<file path="src/rtl/ct_to_density_piecewise_linear_macros.svh">
// ----------------------------------------------------------------------------
// CT to density assertion macros
// Shared concurrent assertion forms for the CT to density converter.
// ----------------------------------------------------------------------------
`ifndef CT_TO_DENSITY_PIECEWISE_LINEAR_MACROS_SVH
`define CT_TO_DENSITY_PIECEWISE_LINEAR_MACROS_SVH

// Same-cycle implication, checked outside reset.
`define CT2D_ASSERT_SAME(label, ante, cons, msg) \
  label: assert property (@(posedge clk) disable iff (!rst_n) (ante) |-> (cons)) \
    else $error(msg);

// Next-cycle implication, checked outside reset.
`define CT2D_ASSERT_NEXT(label, ante, cons, msg) \
  label: assert property (@(posedge clk) disable iff (!rst_n) (ante) |=> (cons)) \
    else $error(msg);

`endif

</file>
<file path="src/rtl/ct2d_pkg.sv">
// ----------------------------------------------------------------------------
// CT to density package
// Table sizes, sequencer states and the divide-by-ten helper.
// ----------------------------------------------------------------------------
package ct2d_pkg;

  localparam int MAX_POINTS = 64;
  localparam int ADDR_W     = $clog2(MAX_POINTS);
  localparam int COUNT_W    = 7;
  localparam int ENTRY_W    = 32;
  localparam int QUO_W      = 32;
  localparam int STEP_W     = $clog2(QUO_W);

  localparam logic KIND_LOAD    = 1'b0;
  localparam logic KIND_CONVERT = 1'b1;

  typedef enum logic [3:0] {
    S_IDLE,
    S_FIRST,
    S_LAST,
    S_TOL,
    S_CHECK,
    S_SCAN0,
    S_SCAN,
    S_MUL,
    S_DIV,
    S_FIX,
    S_DONE
  } state_t;

  // Truncated |t| / 10, exact for every 16-bit magnitude.
  function automatic logic [12:0] tenth_abs(input logic signed [15:0] t);
    logic [15:0] mag;
    logic [31:0] prod;
    mag  = t[15] ? (~t + 16'd1) : t;
    prod = mag * 16'hCCCD;
    return prod[31:19];
  endfunction

endpackage

</file>
<file path="src/rtl/ct2d_ram.sv">
// ----------------------------------------------------------------------------
// CT to density table RAM
// Generic single-clock RAM with one write port and one registered read port.
// ----------------------------------------------------------------------------
module ct2d_ram #(
  parameter int WIDTH = 32,
  parameter int DEPTH = 64
) (
  input  logic                     clk,
  input  logic                     wr_en,
  input  logic [$clog2(DEPTH)-1:0] wr_addr,
  input  logic [WIDTH-1:0]         wr_data,
  input  logic [$clog2(DEPTH)-1:0] rd_addr,
  output logic [WIDTH-1:0]         rd_data
);

  logic [WIDTH-1:0] mem [DEPTH];

  always_ff @(posedge clk) begin
    if (wr_en) begin
      mem[wr_addr] <= wr_data;
    end
    rd_data <= mem[rd_addr];
  end

endmodule

</file>
<file path="src/rtl/ct_to_density_piecewise_linear.sv">
// ----------------------------------------------------------------------------
// CT to density piecewise linear converter
// A load request writes one breakpoint (CT value, density) into a 64-entry
// table and gives no result. A convert request reads the first and last
// breakpoints, checks the tolerance bands, then walks the table one entry
// per cycle through the single read port until it finds the segment,
// multiplies once and runs a 32-step shift-subtract divider. A convert that
// resolves on the end points, or lies outside them, skips the table walk and
// the divider. The block takes one request at a time, and a finished result
// waits in the output register while the next request is accepted; that
// request's result waits until the output register is free. The table holds
// garbage until loaded.
// ----------------------------------------------------------------------------
`include "ct_to_density_piecewise_linear_macros.svh"

module ct_to_density_piecewise_linear
  import ct2d_pkg::*;
(
  input  logic                clk,
  input  logic                rst_n,
  input  logic                cfg_valid,
  output logic                cfg_ready,
  input  logic [COUNT_W-1:0]  cfg_point_count,
  input  logic                in_valid,
  output logic                in_stall,
  input  logic                in_kind,
  input  logic [ADDR_W-1:0]   in_point_index,
  input  logic signed [15:0]  in_ct_value,
  input  logic [15:0]         in_density_value,
  output logic                out_valid,
  input  logic                out_stall,
  output logic [15:0]         out_density,
  output logic                out_out_of_range
);

  state_t state_r, state_nxt;

  logic [COUNT_W-1:0] point_count_r;
  logic [COUNT_W-1:0] n_used;
  logic [ADDR_W-1:0]  last_idx;

  logic               ram_wr_en;
  logic [ADDR_W-1:0]  ram_rd_addr;
  logic [ENTRY_W-1:0] ram_rd_data;
  logic signed [15:0] cur_ct;
  logic [15:0]        cur_d;

  logic signed [15:0] ct_r, tf_r, tl_r, prev_ct_r, t1_r;
  logic [15:0]        df_r, dl_r, prev_d_r, d1_r;
  logic [12:0]        tenth_f_r, tenth_l_r;
  logic [ADDR_W-1:0]  idx_r;
  logic               neg_r;
  logic [15:0]        den_r;
  logic [16:0]        rem_r;
  logic [QUO_W-1:0]   quo_r;
  logic [STEP_W-1:0]  step_r;
  logic [15:0]        res_density_r;
  logic               res_oor_r;

  logic               out_valid_r;
  logic [15:0]        out_density_r;
  logic               out_oor_r;

  logic               accept_in;
  logic               out_free;
  logic               hit_first, hit_last, interior, seg_hit;
  logic signed [17:0] ct_x, first_low, last_high;
  logic signed [16:0] diff_ct, diff_d, den_full;
  logic [15:0]        mag_d;
  logic [31:0]        mag_prod;
  logic [16:0]        rem_sh;
  logic               div_ge;
  logic signed [34:0] fix_val;

  assign accept_in = in_valid && !in_stall;
  assign out_free  = !out_valid_r || !out_stall;

  assign n_used   = (point_count_r < COUNT_W'(2)) ? COUNT_W'(2) :
                    (point_count_r > COUNT_W'(MAX_POINTS)) ? COUNT_W'(MAX_POINTS) :
                    point_count_r;
  assign last_idx = ADDR_W'(n_used - COUNT_W'(1));

  assign cur_ct = ram_rd_data[31:16];
  assign cur_d  = ram_rd_data[15:0];

  assign ct_x      = {{2{ct_r[15]}}, ct_r};
  assign first_low = {{2{tf_r[15]}}, tf_r} - $signed({5'b0, tenth_f_r});
  assign last_high = {{2{tl_r[15]}}, tl_r} + $signed({5'b0, tenth_l_r});
  assign hit_first = (ct_r <= tf_r) && (ct_x >= first_low);
  assign hit_last  = (ct_r >= tl_r) && (ct_x <= last_high);
  assign interior  = (ct_r > tf_r) && (ct_r < tl_r);
  assign seg_hit   = (ct_r >= prev_ct_r) && (ct_r < cur_ct);

  assign diff_ct  = {ct_r[15], ct_r} - {prev_ct_r[15], prev_ct_r};
  assign diff_d   = $signed({1'b0, d1_r}) - $signed({1'b0, prev_d_r});
  assign mag_d    = diff_d[16] ? 16'(-diff_d) : diff_d[15:0];
  assign mag_prod = diff_ct[15:0] * mag_d;
  assign den_full = {t1_r[15], t1_r} - {prev_ct_r[15], prev_ct_r};

  assign rem_sh = {rem_r[15:0], quo_r[QUO_W-1]};
  assign div_ge = rem_sh >= {1'b0, den_r};

  assign fix_val = $signed({19'b0, prev_d_r}) +
                   (neg_r ? -$signed({3'b0, quo_r}) : $signed({3'b0, quo_r}));

  ct2d_ram #(
    .WIDTH (ENTRY_W),
    .DEPTH (MAX_POINTS)
  ) u_table (
    .clk     (clk),
    .wr_en   (ram_wr_en),
    .wr_addr (in_point_index),
    .wr_data ({in_ct_value, in_density_value}),
    .rd_addr (ram_rd_addr),
    .rd_data (ram_rd_data)
  );

  always_comb begin
    state_nxt = state_r;
    case (state_r)
      S_IDLE: begin
        if (accept_in && in_kind == KIND_CONVERT) begin
          state_nxt = S_FIRST;
        end
      end
      S_FIRST: state_nxt = S_LAST;
      S_LAST:  state_nxt = S_TOL;
      S_TOL:   state_nxt = S_CHECK;
      S_CHECK: state_nxt = (!hit_first && !hit_last && interior) ? S_SCAN0 : S_DONE;
      S_SCAN0: state_nxt = S_SCAN;
      S_SCAN: begin
        if (seg_hit) begin
          state_nxt = S_MUL;
        end else if (idx_r == last_idx) begin
          state_nxt = S_DONE;
        end
      end
      S_MUL: state_nxt = S_DIV;
      S_DIV: begin
        if (step_r == STEP_W'(QUO_W - 1)) begin
          state_nxt = S_FIX;
        end
      end
      S_FIX: state_nxt = S_DONE;
      S_DONE: begin
        if (out_free) begin
          state_nxt = S_IDLE;
        end
      end
      default: state_nxt = S_IDLE;
    endcase
  end

  always_comb begin
    in_stall    = (state_r != S_IDLE);
    cfg_ready   = (state_r == S_IDLE);
    ram_wr_en   = accept_in && (in_kind == KIND_LOAD);
    ram_rd_addr = '0;
    case (state_r)
      S_FIRST: ram_rd_addr = last_idx;
      S_SCAN0: ram_rd_addr = ADDR_W'(1);
      S_SCAN:  ram_rd_addr = ADDR_W'(idx_r + ADDR_W'(1));
      default: ram_rd_addr = '0;
    endcase
  end

  always_ff @(posedge clk) begin
    if (!rst_n) begin
      state_r       <= S_IDLE;
      point_count_r <= COUNT_W'(2);
      out_valid_r   <= 1'b0;
    end else begin
      state_r <= state_nxt;
      if (cfg_valid && cfg_ready) begin
        point_count_r <= cfg_point_count;
      end
      if (state_r == S_DONE && out_free) begin
        out_valid_r <= 1'b1;
      end else if (!out_stall) begin
        out_valid_r <= 1'b0;
      end
    end
  end

  always_ff @(posedge clk) begin
    if (accept_in) begin
      ct_r <= in_ct_value;
    end
    case (state_r)
      S_FIRST: begin
        tf_r <= cur_ct;
        df_r <= cur_d;
      end
      S_LAST: begin
        tl_r      <= cur_ct;
        dl_r      <= cur_d;
        tenth_f_r <= tenth_abs(tf_r);
      end
      S_TOL: tenth_l_r <= tenth_abs(tl_r);
      S_CHECK: begin
        if (hit_first) begin
          res_density_r <= df_r;
          res_oor_r     <= 1'b0;
        end else if (hit_last) begin
          res_density_r <= dl_r;
          res_oor_r     <= 1'b0;
        end else if (interior) begin
          res_density_r <= '0;
          res_oor_r     <= 1'b0;
        end else begin
          res_density_r <= '0;
          res_oor_r     <= 1'b1;
        end
      end
      S_SCAN0: begin
        prev_ct_r <= cur_ct;
        prev_d_r  <= cur_d;
        idx_r     <= ADDR_W'(1);
      end
      S_SCAN: begin
        if (seg_hit) begin
          t1_r <= cur_ct;
          d1_r <= cur_d;
        end else begin
          prev_ct_r <= cur_ct;
          prev_d_r  <= cur_d;
          idx_r     <= ADDR_W'(idx_r + ADDR_W'(1));
        end
      end
      S_MUL: begin
        neg_r  <= diff_d[16];
        quo_r  <= mag_prod;
        den_r  <= den_full[15:0];
        rem_r  <= '0;
        step_r <= '0;
      end
      S_DIV: begin
        rem_r  <= div_ge ? (rem_sh - {1'b0, den_r}) : rem_sh;
        quo_r  <= {quo_r[QUO_W-2:0], div_ge};
        step_r <= STEP_W'(step_r + STEP_W'(1));
      end
      S_FIX: begin
        if (fix_val < 0) begin
          res_density_r <= '0;
        end else if (fix_val > 35'sd65535) begin
          res_density_r <= 16'hFFFF;
        end else begin
          res_density_r <= fix_val[15:0];
        end
      end
      S_DONE: begin
        if (out_free) begin
          out_density_r <= res_density_r;
          out_oor_r     <= res_oor_r;
        end
      end
      default: ;
    endcase
  end

  assign out_valid        = out_valid_r;
  assign out_density      = out_density_r;
  assign out_out_of_range = out_oor_r;

  `CT2D_ASSERT_NEXT(a_convert_starts, accept_in && in_kind == KIND_CONVERT, state_r == S_FIRST, "convert request did not start the table read")
  `CT2D_ASSERT_SAME(a_div_rem_bound, state_r == S_DIV, rem_r < {1'b0, den_r}, "divider remainder not below divisor")
  `CT2D_ASSERT_SAME(a_result_source, $rose(out_valid_r), $past(state_r == S_DONE), "result appeared without a finished conversion")

endmodule
</file>
<file path="config.mk">
export PLATFORM = sky130hd
export DESIGN_NAME = ct_to_density_piecewise_linear
export DESIGN_NICKNAME = d
export VERILOG_FILES = /design/src/rtl/ct2d_pkg.sv /design/src/rtl/ct2d_ram.sv /design/src/rtl/ct_to_density_piecewise_linear.sv
export VERILOG_INCLUDE_DIRS = /design/src /design/src/rtl
export SDC_FILE = /design/constraint.sdc
export NUM_CORES = 2
export LEC_CHECK = 0
export ABC_AREA = 1
export BUFFER_PORTS_ARGS = -buffer_cell sky130_fd_sc_hd__buf_4
export CORE_MARGIN = 8
export CORE_UTILIZATION = 40
export DETAILED_ROUTE_END_ITERATION = 10
export PLACE_DENSITY = 0.62
export SLEW_MARGIN = 20
export SYNTH_ARGS = -nofsm -noshare
export SYNTH_HDL_FRONTEND = slang
export SYNTH_SLANG_ARGS = --single-unit
</file>
<file path="constraint.sdc">
create_clock -name clk -period 10.9 [get_ports clk]
set_input_delay 2.18 -clock clk [delete_from_list [all_inputs] [get_ports clk]]
set_output_delay 2.18 -clock clk [all_outputs]
set_load 0.01 [all_outputs]
</file>
## After elaboration in Yosys (flattened, before gate mapping)

Memory sizes are Yosys's and may differ from the RTL's. A register that Yosys moved wholly into a read port is not among the register bits.
Index checks and enable logic that the tools add are counted.

| storage, ports and cells | value |
|---|---|
| output and inout bits | 20 |
| input port bits | 51 |
| bits in writable memories | 2048 |
| logic and storage cells | 137 |
| memories | 1 |
| flip-flop bits (word level) | 292 |

Memories:

| name | words | bits a word | rd ports | clocked after Yosys merged registers in | wr ports | RTL line | RTL |
|---|---|---|---|---|---|---|---|
| u_table.mem | 64 | 32 | 1 | 1 | 1 | ct2d_ram.sv:17 | `logic [WIDTH-1:0] mem [DEPTH];` |

| cells by class | value |
|---|---|
| bitwise operators | 3 |
| $lt $le $gt $ge | 13 |
| $mul | 3 |
| add/sub/neg operators | 14 |
| eq/ne operators | 18 |
| reduce and logical (&&, ||, !) cells | 27 |
| mux-type cells | 34 |

Operators with widths:

| cell | number |
|---|---|
| two-way mux 16 bit | 10 |
| case mux 16 bit (2 select lines) | 4 |
| multiplier 16 x 16 -> 32 bit, second input constant | 2 |
| case mux 32 bit (2 select lines) | 1 |
| subtractor 16 bit | 3 |
| case mux 4 bit (11 select lines) | 1 |
| adder 17 x 35 -> 35 bit | 1 |
| greater-than comparator 35 x 17 -> 1 bit, second input constant | 1 |
| less-than comparator 35 x 1 -> 1 bit, second input constant | 1 |
| two-way mux 35 bit | 1 |
| negator 32 -> 35 bit | 1 |
| adder 16 x 1 -> 16 bit, second input constant | 2 |
| >= comparator 16 bit | 2 |
| less-than comparator 16 bit | 2 |
| multiplier 16 x 16 -> 32 bit | 1 |
| NOT 16 bit | 2 |
| two-way mux 4 bit | 6 |
| two-way mux 6 bit | 3 |
| case mux 6 bit (3 select lines) | 1 |
| adder 16 x 14 -> 17 bit | 1 |
| >= comparator 16 x 17 -> 1 bit | 1 |
| >= comparator 17 x 16 -> 1 bit | 1 |
| <= comparator 16 x 17 -> 1 bit | 1 |
| subtractor 16 x 14 -> 17 bit | 1 |
| other kinds (31) | 62 |

## Longest topological paths before layout

| logic depth | value |
|---|---|
| depth in word-level cells | 8 |
| depth in mapped cells | 44 |
| gate-level depth less buffers | 44 |

## By module

Synthesis repeated with hierarchy kept, for this count alone.

| second synthesis, totals | value |
|---|---|
| cell total of the unflattened synthesis | 11033 |
| area, all modules | 120042.6 um2 |

By module, submodules not included:

| module | area an instance (um2) | sequential area each (um2) | cells an instance | instances |
|---|---|---|---|---|
| ct2d_ram | 82738.1 | 62139.6 | 6769 | 1 |
| ct_to_density_piecewise_linear | 37304.5 | 8648.3 | 4264 | 1 |

## Worst setup path before layout

No wires, ideal clock.

| timing | value |
|---|---|
| path type | reg-to-reg |
| start point | register prev_d_r[0] |
| end point | register quo_r[26], data pin |
| path buffers | 2 |
| setup time | 0.265 ns |
| slack | 3.145 ns |
| cell stages (with the launch flop) | 40 |
| clock period less this slack | 7.755 ns |
| required time | 10.635 ns |
| data arrival time | 7.491 ns |
| cell sequence | edfxtp_1 -> ha_1 -> fa_1 -> inv_1 -> nand3_1 -> nand2_1 -> nand3_1 -> nand3_1 -> a21oi_1 -> o21ai_1 -> a21o_1 -> a21oi_2 -> buf_2 -> nand2_1 -> xor2_1 -> clkbuf_1 -> nand2_1 -> fa_1 -> (+4 left out) -> inv_1 -> fa_1 -> fa_1 -> inv_1 -> fa_1 -> inv_1 -> ha_1 -> a21oi_1 -> o21ai_0 -> a21oi_1 -> inv_1 -> a21oi_1 -> o21bai_1 -> nand2_1 -> o211ai_1 -> or2_2 -> nand3_1 -> o21ai_0 |

| on the way | value |
|---|---|
| word-level cells in the longest chain between the ends | 5 |

RTL lines:

| item | RTL line | RTL |
|---|---|---|
| start, declared | ct_to_density_piecewise_linear.sv:49 | `logic [15:0] df_r, dl_r, prev_d_r, d1_r;` |
| start signal, assigned | ct_to_density_piecewise_linear.sv:217 | `prev_d_r <= cur_d;` |
| start signal, assigned | ct_to_density_piecewise_linear.sv:226 | `prev_d_r <= cur_d;` |
| subtractor 16 x 16 -> 17 bit (*) | ct_to_density_piecewise_linear.sv:95 | `assign diff_d = $signed({1'b0, d1_r}) - $signed({1'b0, prev_d_r});` |
| negator 16 bit | ct_to_density_piecewise_linear.sv:96 | `assign mag_d = diff_d[16] ? 16'(-diff_d) : diff_d[15:0];` |
| two-way mux 16 bit (*) | ct_to_density_piecewise_linear.sv:96 |  |
| multiplier 16 x 16 -> 32 bit (*) | ct_to_density_piecewise_linear.sv:97 | `assign mag_prod = diff_ct[15:0] * mag_d;` |
| case mux 32 bit (2 select lines) (*) | ct_to_density_piecewise_linear.sv:189 | `case (state_r)` |
| end signal, assigned | ct_to_density_piecewise_linear.sv:232 | `quo_r <= mag_prod;` |
| end signal, assigned | ct_to_density_piecewise_linear.sv:239 | `quo_r <= {quo_r[QUO_W-2:0], div_ge};` |
| end, declared | ct_to_density_piecewise_linear.sv:55 | `logic [QUO_W-1:0] quo_r;` |

Every way passes the cells marked *; elsewhere a longest branch is shown, timed or not.
A chain may end at the register's enable or synchronous reset.

## Final worst setup path

| timing | value |
|---|---|
| start point | register prev_d_r[0] |
| end point | register quo_r[27], data pin |

Same word-level chain as after synthesis.

==> flow_summary.toml <==
[routing]
drt_pre_antenna_iters = 6
wirelength_mm = 348
drt_iter0_markers = 8463
wl_met2_mm = 163
met1_length_mm = 141
avgRoutedWirePerCell_microns = 24.1
ant_nets = 0
met3_length_mm = 27.6
remaining_drc_errors = 0
viasPerCell = 5.62
vias = 81200
top_layer = "met5"

[timing]
final.setup.tns_ns = 0
worstMarginPinSlew_ns = 1.12
period_needed_ns = 8.81
rsz0062_at_grt = "false"
hold_viol = 0
period_share_pct = 80.8
setup_violations = 0
fmax_ghz = 0.114
whs_ns = 0.479
clock_skew_ns = 0.132
max_slew_margin_pct = 24.8
slew_violations = 0

[placed_design]
hpwl_mm = 207
dpl_cell_area_sq_um = 123000
io_buffers = 70
gp_congestion = 0.925

[global_routing]
grt_pass1_vias = 79600
grt_pass1_wl_mm = 509
grt_max_degree = 195
grt_usage_pct = 21.5
globalRouteOverflowTotal = 0
antenna_found_initial = 31

[critical_path]
regToRegEndpoint = "quo_r[27]"
arrival_ns = 9.42
r2r_slack_ns = 2.09
cp_slowest_cell = "fa_1"
slowest_delay_ns = 0.54
end_kind = "flop"
cp_max_fo = 22
crit_start = "prev_d_r[0]"
reg2reg_from = "prev_d_r[0]"
crit_end = "quo_r[27]"
crit_required_ns = 11.51
cp-start-kind = "flop"
cpMostUsedCell = "inv_1"
rr_worst_depth = 41
setup.worst_path.class = "flop to flop"

[synthesis]
yosysTopAreaCell = "edfxtp_1"
synth_cell_type_count = 70
syn_area_per_cell_sq_um = 11.4
async_flop_share_pct = 0
yosys_warnings = 0
yosys.area_share.xor_xnor_pct = 1.52
synth_edf_count = 2328
synth.area.top_cells = "edfxtp_1 59%, o21ai_0 6.2%, fa_1 6.2%"
ys.flop_type = "edfxtp_1"
synthCells = 10300
synth_area_sq_um = 118000
synthAdderAreaFrac_pct = 12.1
synth_top_area_share_pct = 59.3
yosys.area_share.simple_pct = 9.76
muxShareOfSynthArea_pct = 0.00956
synth_top_family_by_area = "adder cells"
synth_seq_area_share_pct = 60.1
syn_nets = 11300
synth-compound-area-share_pct = 11.8
yosys_register_bits = 2372

[layout]
area_growth_pct = 10.9
final_nets = 11300
drive_gt1_share_pct = 6.86
stdcell_area_sq_um = 131000
final_util_pct = 44.5

[cts]
clock-sinks = 2372
post_cts_resized = 0
htree_levels = 4
cts_buffers = 236
clock_path_buffers = 4
clk_pin_slew_ns = 0.06
postCtsHoldBufs = 0
clk_latency_ns = 0.92
post_cts_buffers = 0
cts-root-buf = "clkbuf_16"
cts_tree = "yes"

[min_path]
hold_path.class = "flop to flop"

[floorplanning]
start_util_pct = 40.1
ios = 71
row_count = 199
die_x_microns = 559
die_h_microns = 559
die_area_sq_um = 312000
core_sq_um = 294000

[job]
drv_cap = 0

[outcome]
outcome = "finished, final reports clean"
## worst max-delay path: cells and delay by family (launching register included)
family                   cells  cell delay, ns
adder cells (fa/ha/maj)      9            3.44
flip-flops                   1            0.41
XOR/XNOR                     1            0.42
AO/OA/AOI/OAI               10            2.10
AND/OR/NAND/NOR             11            1.16
buffers and inverters       10            1.06
## synthesized netlist by cell type (6+ instances only)
cell      number
nor2_4         6
xor2_1       136
buf_2         81
inv_1        921
o21ai_1       72
nor3_1        34
a21oi_1      259
o22ai_1      641
fa_1         363
dfxtp_1       44
o21bai_1      10
nand2_4        6
edfxtp_1    2328
nor2_1      1686
buf_1         15
a31oi_1       19
nand4_1       42
clkbuf_1     376
nor4_1        11
nand3_2        6
a211oi_1       6
o21ai_0     1460
nand3_1      135
or2_2         14
xnor2_1       65
inv_2         13
buf_4          6
nand3b_1      15
o21a_1        11
clkinv_1      10
o211ai_1      29
nand2_2       34
a21boi_0       6
nor2_2         6
nand2_1      847
ha_1         559
a21o_1        11
## routing by layer
layer  global-route usage (%)  up-vias
met1                     28.4    40600
met4                     8.60       22
met5                        0        -
li1                         -    36400
met3                     3.36      702
met2                     35.7     3431
## flip-flops by register name, summed over array words and instances, names as in the netlist, 4 cells and up
| register | cells |
|---|---|
| tenth_l_r | 13 |
| prev_ct_r | 16 |
| step_r | 5 |
| point_count_r | 7 |
| d1_r | 16 |
| out_density | 16 |
| res_density_r | 16 |
| dl_r | 16 |
| u_table.mem | 2048 |
| tenth_f_r | 13 |
| state_r | 4 |
| u_table.rd_data | 32 |
| rem_r | 16 |
| den_r | 16 |
| t1_r | 16 |
| prev_d_r | 16 |
| idx_r | 6 |
| quo_r | 32 |
| df_r | 16 |
| ct_r | 16 |
| tf_r | 16 |
| tl_r | 16 |
## worst min path at each step
| stage | depth (start not counted) | to | startpoint | slack, ns |
|---|---|---|---|---|
| 2_1_floorplan | 0 | out_density[0] | res_density_r[0] | 0.40 |
| 6_report | 0 | d1_r[3] | u_table.rd_data[3] | 0.48 |
| 3_5_place_dp | 2 | point_count_r[4] | point_count_r[4] | 0.49 |
| 5_1_grt | 0 | d1_r[3] | u_table.rd_data[3] | 0.48 |
| 4_1_cts | 0 | d1_r[3] | u_table.rd_data[3] | 0.46 |
| 3_3_place_gp | 2 | point_count_r[4] | point_count_r[4] | 0.49 |
## cell usage in the layout, fill, tap and decap left out, types with 55 or more instances in the layout
cell,instances
a21oi_1,256
buf_4,198
clkbuf_1,55
clkbuf_16,239
clkinv_1,58
edfxtp_1,2328
fa_1,363
ha_1,559
inv_1,919
nand2_1,846
nand3_1,135
nor2_1,1621
nor2_4,70
o21ai_0,1458
o21ai_1,71
o22ai_1,641
xnor2_1,63
xor2_1,135
## metrics by stage
step / setup slack, ns / instances
6_report: 2.09 / 14400
3_3_place_gp: 2.18 / 14000
5_1_grt: 1.47 / 14400
3_5_place_dp: 2.11 / 14000
4_1_cts: 2.14 / 14400
2_1_floorplan: 3.14 / 10300
## kinds of logic (layout without fill, tap and decap cells)
group | after synthesis | after routing
AO/OA/AOI/OAI | 2554 | 2554
AND/OR/NAND/NOR | 2856 | 2856
flip-flops | 2372 | 2372
multiplexers | 1 | 1
buffers and inverters | 1429 | 1585
XOR/XNOR | 203 | 203
other | 0 | 23
adder cells (fa/ha/maj) | 922 | 922
## layout make-up
class | count | area (sq um)
Antenna cell | 23 | 57.6
Clock buffer | 299 | 6260
Clock inverter | 133 | 1330
Fill cell | 26700 | 163000
Inverter | 944 | 3570
Multi-Input combinational cell | 6536 | 42100
Sequential cell | 2372 | 70800
Tap cell | 3919 | 4900
Timing Repair Buffer | 209 | 1710
Power is not shown: default switching activity piles up to over one toggle a cycle in this logic, so the estimate is an artifact.
